File: config.mk
export PLATFORM = sky130hd
export DESIGN_NAME = counter_mult_shift_calibration
export DESIGN_NICKNAME = d
export VERILOG_FILES = /design/src/rtl/cmsc_pkg.sv /design/src/rtl/cmsc_div.sv /design/src/rtl/cmsc_mul.sv /design/src/rtl/counter_mult_shift_calibration.sv
export SDC_FILE = /design/constraint.sdc
export NUM_CORES = 2
export LEC_CHECK = 0
export ABC_AREA = 0
export BUFFER_PORTS_ARGS = -buffer_cell sky130_fd_sc_hd__buf_2
export CORE_MARGIN = 4
export CORE_UTILIZATION = 36
export DETAILED_ROUTE_END_ITERATION = 8
export GPL_ROUTABILITY_DRIVEN = 0
export HOLD_SLACK_MARGIN = 0.03
export PLACE_DENSITY_LB_ADDON = 0.08
export SETUP_SLACK_MARGIN = 0.1
export SKIP_LAST_GASP = 1
export SYNTH_ARGS = -nofsm -noshare
export SYNTH_HDL_FRONTEND = slang
export SYNTH_HIERARCHICAL = 1
export SYNTH_SLANG_ARGS = --single-unit
File: constraint.sdc
create_clock -name clk -period 15.2 [get_ports clk]
set_input_delay 1.52 -clock clk [delete_from_list [all_inputs] [get_ports clk]]
set_output_delay 1.52 -clock clk [all_outputs]
set_load 0.02 [all_outputs]
File: src/rtl/cmsc_pkg.sv
package cmsc_pkg;

    localparam int WORD_W  = 64;
    localparam int MULT_W  = 32;
    localparam int SHIFT_W = 6;
    localparam int IN_W    = 128;
    localparam int OUT_W   = 232;

    localparam int DEF_SAFE_SECONDS = 600;
    localparam int DEF_START_SHIFT  = 32;

    localparam logic [WORD_W-1:0] ALL_ONES  = {WORD_W{1'b1}};
    localparam logic [WORD_W-1:0] NS_IN_SEC = 64'd1000000000;
    localparam logic [SHIFT_W-1:0] MAX_SHIFT = 6'd32;

endpackage

File: src/rtl/cmsc_div.sv
module cmsc_div (
    input  logic                       clk,
    input  logic                       rst_n,
    input  logic                       start,
    input  logic [cmsc_pkg::WORD_W-1:0] dividend,
    input  logic [cmsc_pkg::WORD_W-1:0] divisor,
    output logic                       done,
    output logic [cmsc_pkg::WORD_W-1:0] quotient
);
    import cmsc_pkg::*;

    // restoring divider, one quotient bit per cycle
    localparam int CNT_W = $clog2(WORD_W);

    logic              busy_reg, busy_next;
    logic              done_reg, done_next;
    logic [CNT_W-1:0]  cnt_reg, cnt_next;
    logic [WORD_W-1:0] rem_reg, rem_next;
    logic [WORD_W-1:0] quo_reg, quo_next;
    logic [WORD_W-1:0] dvs_reg, dvs_next;
    logic [WORD_W:0]   trial_rem;
    logic [WORD_W:0]   diff;
    logic              ge;

    always_comb
    begin
        trial_rem = {rem_reg, quo_reg[WORD_W-1]};
        diff      = trial_rem - {1'b0, dvs_reg};
        ge        = ~diff[WORD_W];
        busy_next = busy_reg;
        done_next = 1'b0;
        cnt_next  = cnt_reg;
        rem_next  = rem_reg;
        quo_next  = quo_reg;
        dvs_next  = dvs_reg;
        if (start)
        begin
            busy_next = 1'b1;
            cnt_next  = {CNT_W{1'b1}};
            rem_next  = '0;
            quo_next  = dividend;
            dvs_next  = divisor;
        end
        else if (busy_reg)
        begin
            rem_next = ge ? diff[WORD_W-1:0] : trial_rem[WORD_W-1:0];
            quo_next = {quo_reg[WORD_W-2:0], ge};
            cnt_next = cnt_reg - 1'b1;
            if (cnt_reg == '0)
            begin
                busy_next = 1'b0;
                done_next = 1'b1;
            end
        end
    end

    always_ff @(posedge clk or negedge rst_n)
    begin
        if (!rst_n)
        begin
            busy_reg <= 1'b0;
            done_reg <= 1'b0;
        end
        else
        begin
            busy_reg <= busy_next;
            done_reg <= done_next;
        end
    end

    always_ff @(posedge clk)
    begin
        cnt_reg <= cnt_next;
        rem_reg <= rem_next;
        quo_reg <= quo_next;
        dvs_reg <= dvs_next;
    end

    assign done     = done_reg;
    assign quotient = quo_reg;

endmodule

File: src/rtl/cmsc_mul.sv
module cmsc_mul (
    input  logic                       clk,
    input  logic                       rst_n,
    input  logic                       start,
    input  logic [cmsc_pkg::WORD_W-1:0] mcand,
    input  logic [cmsc_pkg::MULT_W-1:0] mplier,
    output logic                       done,
    output logic [cmsc_pkg::WORD_W-1:0] product
);
    import cmsc_pkg::*;

    // shift-add multiplier, one multiplier bit per cycle, low word kept
    localparam int CNT_W = $clog2(MULT_W);

    logic              busy_reg, busy_next;
    logic              done_reg, done_next;
    logic [CNT_W-1:0]  cnt_reg, cnt_next;
    logic [WORD_W-1:0] acc_reg, acc_next;
    logic [WORD_W-1:0] mcand_reg, mcand_next;
    logic [MULT_W-1:0] mplier_reg, mplier_next;

    always_comb
    begin
        busy_next   = busy_reg;
        done_next   = 1'b0;
        cnt_next    = cnt_reg;
        acc_next    = acc_reg;
        mcand_next  = mcand_reg;
        mplier_next = mplier_reg;
        if (start)
        begin
            busy_next   = 1'b1;
            cnt_next    = {CNT_W{1'b1}};
            acc_next    = '0;
            mcand_next  = mcand;
            mplier_next = mplier;
        end
        else if (busy_reg)
        begin
            if (mplier_reg[0])
            begin
                acc_next = acc_reg + mcand_reg;
            end
            mcand_next  = {mcand_reg[WORD_W-2:0], 1'b0};
            mplier_next = {1'b0, mplier_reg[MULT_W-1:1]};
            cnt_next    = cnt_reg - 1'b1;
            if (cnt_reg == '0)
            begin
                busy_next = 1'b0;
                done_next = 1'b1;
            end
        end
    end

    always_ff @(posedge clk or negedge rst_n)
    begin
        if (!rst_n)
        begin
            busy_reg <= 1'b0;
            done_reg <= 1'b0;
        end
        else
        begin
            busy_reg <= busy_next;
            done_reg <= done_next;
        end
    end

    always_ff @(posedge clk)
    begin
        cnt_reg    <= cnt_next;
        acc_reg    <= acc_next;
        mcand_reg  <= mcand_next;
        mplier_reg <= mplier_next;
    end

    assign done    = done_reg;
    assign product = acc_reg;

endmodule

File: src/rtl/counter_mult_shift_calibration.sv
// counter calibration: turns a counter frequency and wrap mask into a
// cycles-to-nanoseconds multiplier and shift plus the derived limits
// input stream (s_*): one transfer carries freq_hz and wrap_mask
// output stream (m_*): one transfer per input transfer carries valid_res, mult,
//   shift, overflow_cycles, unattended_ns and delta_limit
// rejected inputs (zero or too large frequency, bad mask) give valid_res = 0
//   and all other fields zero, with no multiply or divide run
// valid inputs run one bit-serial multiply, one bit-serial divide for the
//   safe bound, one trial divide per tried shift (up to 33 shifts) and,
//   unless the multiplier is zero, one divide for the overflow limit and
//   one multiply for the unattended time; all divides use the single shared
//   64-bit divider, which retires one bit a cycle
// one item at a time: s_tready is high only while the engine is idle
// a finished result sits in the output register; the next input is taken
//   while it waits, and its own result waits for the register to drain
// a stalled receiver holds m_tdata steady and only delays the next result
// reset empties the output register and returns the engine to idle
module counter_mult_shift_calibration #(
    parameter int SAFE_SECONDS = cmsc_pkg::DEF_SAFE_SECONDS,
    parameter int START_SHIFT  = cmsc_pkg::DEF_START_SHIFT
) (
    input  logic                     clk,
    input  logic                     rst_n,
    input  logic                     s_tvalid,
    output logic                     s_tready,
    // freq_hz [63:0], wrap_mask [127:64]
    input  logic [cmsc_pkg::IN_W-1:0]  s_tdata,
    output logic                     m_tvalid,
    input  logic                     m_tready,
    // valid_res [0], mult [32:1], shift [38:33], overflow_cycles [102:39],
    // unattended_ns [166:103], delta_limit [230:167], zero pad [231]
    output logic [cmsc_pkg::OUT_W-1:0] m_tdata
);
    import cmsc_pkg::*;

    // largest accepted frequency and the first shift to try
    localparam logic [WORD_W-1:0] HZ_MAX = ALL_ONES / 64'(SAFE_SECONDS);
    localparam int START_MOD = START_SHIFT % 64;
    localparam logic [SHIFT_W-1:0] SH_INIT =
        (START_MOD > 32) ? MAX_SHIFT : SHIFT_W'(START_MOD);
    localparam logic [WORD_W-1:0] NS_INIT = NS_IN_SEC << SH_INIT;

    // engine states
    localparam logic [2:0] S_IDLE  = 3'd0;
    localparam logic [2:0] S_MSAFE = 3'd1;   // hz * safe seconds
    localparam logic [2:0] S_DSAFE = 3'd2;   // all ones / that product
    localparam logic [2:0] S_PREP  = 3'd3;   // build rounded numerator
    localparam logic [2:0] S_TRIAL = 3'd4;   // trial multiplier divide
    localparam logic [2:0] S_LIMIT = 3'd5;   // all ones / mult
    localparam logic [2:0] S_NS    = 3'd6;   // cycles * mult
    localparam logic [2:0] S_OUT   = 3'd7;   // wait for output register

    logic [2:0]         state_reg, state_next;
    logic [WORD_W-1:0]  hz_reg, hz_next;
    logic [WORD_W-1:0]  mask_reg, mask_next;
    logic [WORD_W-1:0]  safe_reg, safe_next;
    logic [SHIFT_W-1:0] sh_reg, sh_next;
    logic [WORD_W-1:0]  nssh_reg, nssh_next;
    logic [MULT_W-1:0]  mult_reg, mult_next;
    logic [WORD_W-1:0]  limit_reg, limit_next;
    logic [WORD_W-1:0]  ns_reg, ns_next;
    logic               ok_reg, ok_next;

    logic               div_start_reg, div_start_next;
    logic [WORD_W-1:0]  div_a_reg, div_a_next;
    logic [WORD_W-1:0]  div_b_reg, div_b_next;
    logic               mul_start_reg, mul_start_next;
    logic [WORD_W-1:0]  mul_a_reg, mul_a_next;
    logic [MULT_W-1:0]  mul_b_reg, mul_b_next;

    logic               m_tvalid_reg, m_tvalid_next;
    logic [OUT_W-1:0]   m_tdata_reg, m_tdata_next;

    logic               div_done;
    logic [WORD_W-1:0]  div_quo;
    logic               mul_done;
    logic [WORD_W-1:0]  mul_prod;

    logic [WORD_W-1:0]  in_hz;
    logic [WORD_W-1:0]  in_mask;
    logic [WORD_W-1:0]  mask_plus;
    logic               in_ok;
    logic               trial_fits;
    logic [WORD_W-1:0]  min_lim;
    logic [WORD_W-1:0]  delta;

    cmsc_div u_div (
        .clk      (clk),
        .rst_n    (rst_n),
        .start    (div_start_reg),
        .dividend (div_a_reg),
        .divisor  (div_b_reg),
        .done     (div_done),
        .quotient (div_quo)
    );

    cmsc_mul u_mul (
        .clk     (clk),
        .rst_n   (rst_n),
        .start   (mul_start_reg),
        .mcand   (mul_a_reg),
        .mplier  (mul_b_reg),
        .done    (mul_done),
        .product (mul_prod)
    );

    // input checks: nonzero, bounded frequency and a mask of low ones
    assign in_hz     = s_tdata[WORD_W-1:0];
    assign in_mask   = s_tdata[2*WORD_W-1:WORD_W];
    assign mask_plus = in_mask + 1'b1;
    assign in_ok     = (in_hz != '0) && (in_hz <= HZ_MAX) && (in_mask != '0)
                       && ((in_mask & mask_plus) == '0);

    assign trial_fits = (div_quo[WORD_W-1:MULT_W] == '0) && (div_quo <= safe_reg);
    assign min_lim    = (div_quo < mask_reg) ? div_quo : mask_reg;
    assign delta      = mask_reg - (mask_reg >> 3);

    assign s_tready = (state_reg == S_IDLE);

    always_comb
    begin
        state_next     = state_reg;
        hz_next        = hz_reg;
        mask_next      = mask_reg;
        safe_next      = safe_reg;
        sh_next        = sh_reg;
        nssh_next      = nssh_reg;
        mult_next      = mult_reg;
        limit_next     = limit_reg;
        ns_next        = ns_reg;
        ok_next        = ok_reg;
        div_start_next = 1'b0;
        div_a_next     = div_a_reg;
        div_b_next     = div_b_reg;
        mul_start_next = 1'b0;
        mul_a_next     = mul_a_reg;
        mul_b_next     = mul_b_reg;
        m_tvalid_next  = m_tvalid_reg && !m_tready;
        m_tdata_next   = m_tdata_reg;

        case (state_reg)
            S_IDLE:
            begin
                if (s_tvalid)
                begin
                    hz_next   = in_hz;
                    mask_next = in_mask;
                    ok_next   = in_ok;
                    if (in_ok)
                    begin
                        mul_a_next     = in_hz;
                        mul_b_next     = MULT_W'(SAFE_SECONDS);
                        mul_start_next = 1'b1;
                        state_next     = S_MSAFE;
                    end
                    else
                    begin
                        state_next = S_OUT;
                    end
                end
            end
            S_MSAFE:
            begin
                if (mul_done)
                begin
                    div_a_next     = ALL_ONES;
                    div_b_next     = mul_prod;
                    div_start_next = 1'b1;
                    state_next     = S_DSAFE;
                end
            end
            S_DSAFE:
            begin
                if (div_done)
                begin
                    safe_next  = div_quo;
                    sh_next    = SH_INIT;
                    nssh_next  = NS_INIT;
                    state_next = S_PREP;
                end
            end
            S_PREP:
            begin
                // rounded numerator: (1e9 << shift) + hz / 2
                div_a_next     = nssh_reg + {1'b0, hz_reg[WORD_W-1:1]};
                div_b_next     = hz_reg;
                div_start_next = 1'b1;
                state_next     = S_TRIAL;
            end
            S_TRIAL:
            begin
                if (div_done)
                begin
                    if (trial_fits || (sh_reg == '0))
                    begin
                        mult_next = div_quo[MULT_W-1:0];
                        if (div_quo[MULT_W-1:0] == '0)
                        begin
                            // zero multiplier: saturated limit, no time
                            limit_next = ALL_ONES;
                            ns_next    = '0;
                            state_next = S_OUT;
                        end
                        else
                        begin
                            div_a_next     = ALL_ONES;
                            div_b_next     = {{(WORD_W-MULT_W){1'b0}}, div_quo[MULT_W-1:0]};
                            div_start_next = 1'b1;
                            state_next     = S_LIMIT;
                        end
                    end
                    else
                    begin
                        sh_next    = sh_reg - 1'b1;
                        nssh_next  = nssh_reg >> 1;
                        state_next = S_PREP;
                    end
                end
            end
            S_LIMIT:
            begin
                if (div_done)
                begin
                    limit_next     = div_quo;
                    mul_a_next     = min_lim >> 1;
                    mul_b_next     = mult_reg;
                    mul_start_next = 1'b1;
                    state_next     = S_NS;
                end
            end
            S_NS:
            begin
                if (mul_done)
                begin
                    ns_next    = mul_prod >> sh_reg;
                    state_next = S_OUT;
                end
            end
            S_OUT:
            begin
                if (!m_tvalid_reg || m_tready)
                begin
                    m_tvalid_next = 1'b1;
                    if (ok_reg)
                    begin
                        m_tdata_next = {1'b0, delta, ns_reg, limit_reg, sh_reg,
                                        mult_reg, 1'b1};
                    end
                    else
                    begin
                        m_tdata_next = '0;
                    end
                    state_next = S_IDLE;
                end
            end
            default:
            begin
                state_next = S_IDLE;
            end
        endcase
    end

    always_ff @(posedge clk or negedge rst_n)
    begin
        if (!rst_n)
        begin
            state_reg     <= S_IDLE;
            div_start_reg <= 1'b0;
            mul_start_reg <= 1'b0;
            m_tvalid_reg  <= 1'b0;
        end
        else
        begin
            state_reg     <= state_next;
            div_start_reg <= div_start_next;
            mul_start_reg <= mul_start_next;
            m_tvalid_reg  <= m_tvalid_next;
        end
    end

    always_ff @(posedge clk)
    begin
        hz_reg      <= hz_next;
        mask_reg    <= mask_next;
        safe_reg    <= safe_next;
        sh_reg      <= sh_next;
        nssh_reg    <= nssh_next;
        mult_reg    <= mult_next;
        limit_reg   <= limit_next;
        ns_reg      <= ns_next;
        ok_reg      <= ok_next;
        div_a_reg   <= div_a_next;
        div_b_reg   <= div_b_next;
        mul_a_reg   <= mul_a_next;
        mul_b_reg   <= mul_b_next;
        m_tdata_reg <= m_tdata_next;
    end

    assign m_tvalid = m_tvalid_reg;
    assign m_tdata  = m_tdata_reg;

endmodule

=== Word level (Yosys, flattened, before mapping) ===
Index checks and enable logic that the tools add are counted.

* Register bits: 1252
* Bits in latches: 0
* RAM bits: 0
* ROM bits: 0
* Input bits: 132
* Memories kept: 0

* Add/sub/neg operators: 8
* Multiply operators: 0
* Div/mod/pow operators: 0
* Order comparisons: 3
* Eq/ne operators: 19
* Shift operators: 1
* Mux-type cells: 79
* Bitwise logic cells: 2
* Reductions and logical operators: 36

{| class="wikitable"
|+ Operators with widths
! operator !! number
|-
| $mux W64 || 28
|-
| $pmux W64 S2 || 4
|-
| $pmux W64 S3 || 2
|-
| $mux W32 || 5
|-
| $reduce_bool A64 Y1 || 2
|-
| $sub A65 B64 Y65 || 1
|-
| $add A64 B1 Y64 const B || 1
|-
| $add A64 B63 Y64 || 1
|-
| $add A64 B64 Y64 || 1
|-
| $and A64 B64 Y64 || 1
|-
| $le A64 B55 Y1 const B || 1
|-
| $le A64 B64 Y1 || 1
|-
| $logic_not A32 Y1 || 2
|-
| $logic_not A64 Y1 || 1
|-
| $lt A64 B64 Y1 || 1
|-
| $pmux W32 S2 || 1
|-
| $shr A64 B6 Y64 || 1
|-
| $sub A64 B61 Y64 || 1
|-
| $mux W3 || 9
|-
| $pmux W3 S8 || 1
|-
| $mux W1 || 22
|-
| $mux W6 || 3
|-
| $reduce_and A5 Y1 || 3
|-
| $eq A3 B3 Y1 const B || 4
|-
| 23 further kinds || 51
|}

=== Depth between registers and ports, before layout ===
* Depth in word-level cells: 7
* Mapped depth: 15

=== Modules after synthesis ===
Netlist, hierarchy kept.

{| class="wikitable"
|+ By module, submodules not included
! module !! times used !! cells each !! area an instance (µm²) !! seq. area each (µm²)
|-
| counter_mult_shift_calibration || 1 || 4118 || 47385.4 || 26455.4
|-
| cmsc_div || 1 || 1228 || 12031.5 || 5295.1
|-
| cmsc_mul || 1 || 1072 || 10387.5 || 4314.1
|}

=== Worst setup path after synthesis ===
Ideal clock, no wire load.

* Path type: input to register
* Start point: in m_tready
* End point: reg state_reg[2]
* Setup time: 146 ps
* Arrival: 11874 ps
* Required time: 15054 ps
* Slack: 3180 ps
* Cell stages on the path: 4
* Path through: nor2b_1 -> nor2_1 -> a221o_1 -> o21ai_0

* Cells in the longest elaborated chain, start to end: 3

{| class="wikitable"
|+ RTL lines
! what !! line !! RTL
|-
| start: declaration || counter_mult_shift_calibration.sv:29 || <nowiki>input logic m_tready,</nowiki>
|-
| $logic_or A1 B1 Y1 || counter_mult_shift_calibration.sv:241 || <nowiki>if (!m_tvalid_reg || m_tready)</nowiki>
|-
| $ne A2 B2 Y1 (no line) || - ||
|-
| $reduce_and A7 Y1 (no line) || - ||
|-
| end signal: assignment || counter_mult_shift_calibration.sv:274 || <nowiki>state_reg <= state_next;</nowiki>
|-
| end: declaration || counter_mult_shift_calibration.sv:53 || <nowiki>logic [2:0] state_reg, state_next;</nowiki>
|}

No other way between the ends.
A chain may end at the register's enable or synchronous reset.

=== Worst setup path after layout ===
* Start point: in s_tdata[59] (netlist name)
* End point: reg mul_b_reg[0] (enable)

* Cells in the longest elaborated chain, start to end: 6
* Elaborated cells between the ends (all ways): 7

{| class="wikitable"
|+ RTL lines
! what !! line !! RTL
|-
| start: declaration || counter_mult_shift_calibration.sv:27 || <nowiki>input logic [cmsc_pkg::IN_W-1:0] s_tdata,</nowiki>
|-
| $le A64 B55 Y1 or $reduce_bool A64 Y1 (tied branches) || counter_mult_shift_calibration.sv:111 || <nowiki>assign in_ok = (in_hz != '0) && (in_hz <= HZ_MAX) && (in_mask != '0)</nowiki>
|-
| $logic_and A1 B1 Y1 (*) (2 in a row) || counter_mult_shift_calibration.sv:111 ||
|-
| $logic_and A1 B1 Y1 (*) || counter_mult_shift_calibration.sv:112 || <nowiki>&& ((in_mask & mask_plus) == '0);</nowiki>
|-
| net in_ok || counter_mult_shift_calibration.sv:82 || <nowiki>logic in_ok;</nowiki>
|-
| $ne A2 B1 Y1 (no line) (*) || - ||
|-
| $reduce_and A4 Y1 (no line) (*) || - ||
|-
| end signal: assignment || counter_mult_shift_calibration.sv:295 || <nowiki>mul_b_reg <= mul_b_next;</nowiki>
|-
| end: declaration || counter_mult_shift_calibration.sv:69 || <nowiki>logic [MULT_W-1:0] mul_b_reg, mul_b_next;</nowiki>
|}

The timed path passes the listed nets; every way through them passes the cells marked *.

==> key figures <==
Final layout
  • Fillers: 18,600
  • Commonest cells after routing, fill and taps aside: edfxtp_1 (1,100), nand2_1 (745), a21oi_1 (394), ha_1 (382), buf_2 (364)
  • Syn-to-layout area delta: 13.4%
  • Fin nets: 7,208
  • Commonest non-fill, non-tap cell in the layout: edfxtp_1
  • Post-Layout Cell Count: 9,353
  • Largest register FFs: 231
  • Share of cells above drive strength 1: 15.0%

Global routing
  • Total grt overflow: 0
  • Tot GR Track Use: 23.5%
  • First-pass GRT wire length: 352 mm
  • Largest net degree at the start of global routing: 211
  • Vias in the first global route: 51,600
  • Initial antenna violation count: 40

STA
  • Crit path time final: 5730 ps
  • Final Hold Viols: 0
  • Final cycle utilization of the critical path: 37.7%
  • Setup TNS: 0 ps
  • PnR worst setup slack: 9470 ps
  • Fin Hold WS: 413 ps
  • RSZ-0062 raised after global routing: no
  • Slew Viols, Final: 0
  • Worst slew pin tran: 1300 ps
  • Setup violators final: 0
  • Worst rel slew slack: 12.8%
  • Worst Skew: 41.1 ps
  • Max Clock Freq: 175 MHz

Route
  • Routed Antenna Nets: 0
  • Detailed Route WL: 240 mm
  • Via count: 52,600
  • Remaining DRCs: 0
  • DR iter-0 viols: 4,357
  • Routed len/inst: 25.7 um
  • Routed vias/inst: 5.63
  • Pre-antenna DRT Iters: 6

Worst setup path
  • Crit path DAT: 6140 ps
  • Endpoint type of the worst setup path: flip-flop
  • R2R Path End: u_div/rem_reg[1]
  • Crit path kind: in -> reg
  • R2R setup slack: 10,140 ps
  • CP max FO: 52
  • Cell depth of the worst flop-to-flop path: 14
  • CP required: 15,610 ps
  • Worst R2R Start: u_div/quotient[63]
  • Startpoint types: input pin

Synth
  • EDFF count, synth: 1,100
  • Number of synthesized register bits: 1,249
  • Largest area contributor in the netlist: edfxtp_1
  • Distinct cells, synth: 116
  • Ys Warns: 6
  • Area of the mapped netlist: 0.0698 sq mm
  • Dominant synthesized flop cell: edfxtp_1
  • Top post-synthesis cells by area: edfxtp_1 (47%), ha_1 (6.8%), nand2_1 (4.0%)
  • Top cell type's share of synthesized area: 47.3%
  • Seq/Total Area, Yosys: 51.7%
  • Cells after synthesis: 6,418
  • Synthesized Nets: 6,936
  • FFs w/ async S/R, synth: 0.801%
  • Avg Cell Area, Syn: 10.9 sq um

Power
  • Pleak: 28.9 nW
  • Clock power share: 48.9%
  • P per Cell Area: 93.1 mW/mm^2
  • Switch Pwr: 1.54 mW
  • Internal power: 5.83 mW
  • Combinational group share of total power: 1.0%
  • Switching Fraction: 20.9%
  • VDD IR max: 0.0000721 V
  • Sequential power share: 50.0%
  • Post-layout total power: 7.37 mW

Floorplan
  • Die W: 448 um
  • Core Box Area: 0.193 sq mm
  • Starting Density: 36.2%
  • Die area: 0.201 sq mm
  • Die span in y: 448 um
  • # rows: 161
  • I/O pin count: 366

Clock tree
  • Post-CTS sizing: 0
  • Max clock buf depth: 3
  • CTS sink count: 1,249
  • CTS Hold Bufs: 0
  • Clk_lat worst skew: 810 ps
  • CTS tree: built
  • CTS buffer count: 148
  • Clk slew on worst S/H paths: 60 ps
  • Post-CTS setup buffer count: 0
  • CTS root buf: clkbuf_16
  • H-Tree Level Count: 4

Min path
  • Hold-critical path depth: 0
  • Hold EP: u_div/dvs_reg[21]
  • Hold path start: div_b_reg[21]
  • Hold WC Path Type: reg -> reg

Flow run
  • Max-cap violations: 0

Status
  • Status: completed

Placement
  • Detail Placement HPWL: 183 mm
  • Pre-CTS worst setup slack: 8710 ps
  • PortBufs: 364
  • Placed cells: 9,066
-- cells in the mapped netlist, drive strengths merged (12+ instances only) --
library cell  instances
nor2b                44
a31oi                42
nand3               145
nand4               105
or3                  82
inv                 355
a22o                 34
o21ai               333
o211ai               29
and4                 12
a21boi               16
mux2i                60
and2                314
ha                  382
mux4                 51
o211a                12
buf                  70
nor3                 77
or2                  12
o221ai               12
nand2b               62
edfxtp             1100
a311oi               56
clkbuf              248
mux2                188
a2111oi              18
a31o                 12
a22oi                32
a21o                181
a211oi               33
o21a                 34
xor2                 75
o31ai                23
dfxtp               139
nor4                 60
o22a                 12
and3                 40
a21oi               403
nor2                322
xnor2               137
o22ai                31
a211o                12
o21bai               53
a221oi               78
nand2               747
-- power by group through the flow --
stage / sequential, mW / combinational [mW] / clock, mW
final: 3.69 / 0.0765 / 3.61
after global routing: 3.68 / 0.0811 / 3.85
after CTS: 3.68 / 0.0752 / 3.70
after floorplan: 3.76 / 0.0208 / 0
after detailed placement: 3.76 / 0.0750 / 0
after global placement: 3.76 / 0.0739 / 0
-- worst max-delay path by stage --
stage                startpoint      endpoint  cells past startpoint
floorplan              m_tready  state_reg[2]                      4
global placement    s_tdata[59]  mul_b_reg[0]                     10
detailed placement  s_tdata[59]  mul_b_reg[0]                     10
CTS                 s_tdata[59]  mul_b_reg[0]                     10
global route        s_tdata[83]  mul_b_reg[0]                     12
finish              s_tdata[59]  mul_b_reg[0]                     10
-- metrics by stage --
step	util (%)	cell area, sq um
2_1_floorplan	-	69800
3_3_place_gp	38.6	74300
3_5_place_dp	38.6	74300
4_1_cts	41.1	79100
5_1_grt	41.1	79100
6_report	41.1	79200
-- cell families after synthesis --
family,synth area share [%]
flip-flops,51.7
AO/OA/AOI/OAI,14.8
AND/OR/NAND/NOR,14.6
multiplexers,5.56
adder cells (fa/ha/maj),6.96
buffers and inverters,3.75
XOR/XNOR,2.66
other,0.00537
-- per-layer routing --
layer | wire [um] | share of wire [%] | up-vias | track usage, %
li1 | - | - | 24500 | -
met1 | 110000 | 46 | 26100 | 33.1
met2 | 108000 | 45 | 1654 | 36.8
met3 | 13400 | 5.6 | 382 | 3.68
met4 | 8810 | 3.7 | 18 | 8.43
met5 | 118 | 0.049 | - | 0
-- area by class of cell --
class / instances / area [sq um] / area share (%)
Multi-Input combinational cell: 4493 / 31300 / 39.5
Tap cell: 2526 / 3160 / 3.99
Inverter: 358 / 1350 / 1.70
Timing Repair Buffer: 440 / 2400 / 3.04
Clock buffer: 183 / 3970 / 5.02
Sequential cell: 1249 / 36100 / 45.6
Antenna cell: 18 / 45.0 / 0.0569
Clock inverter: 86 / 883 / 1.12
-- worst max-delay path, stage by stage --
cell     delay, ps
buf_2          130
nor4_1         260
nand3_1        320
nor3_1         610
and3_1         290
and4_1         300
a41oi_1        300
nor4_2         920
a22o_4         670
buf_4          710
(Power assumes the default switching activity.)
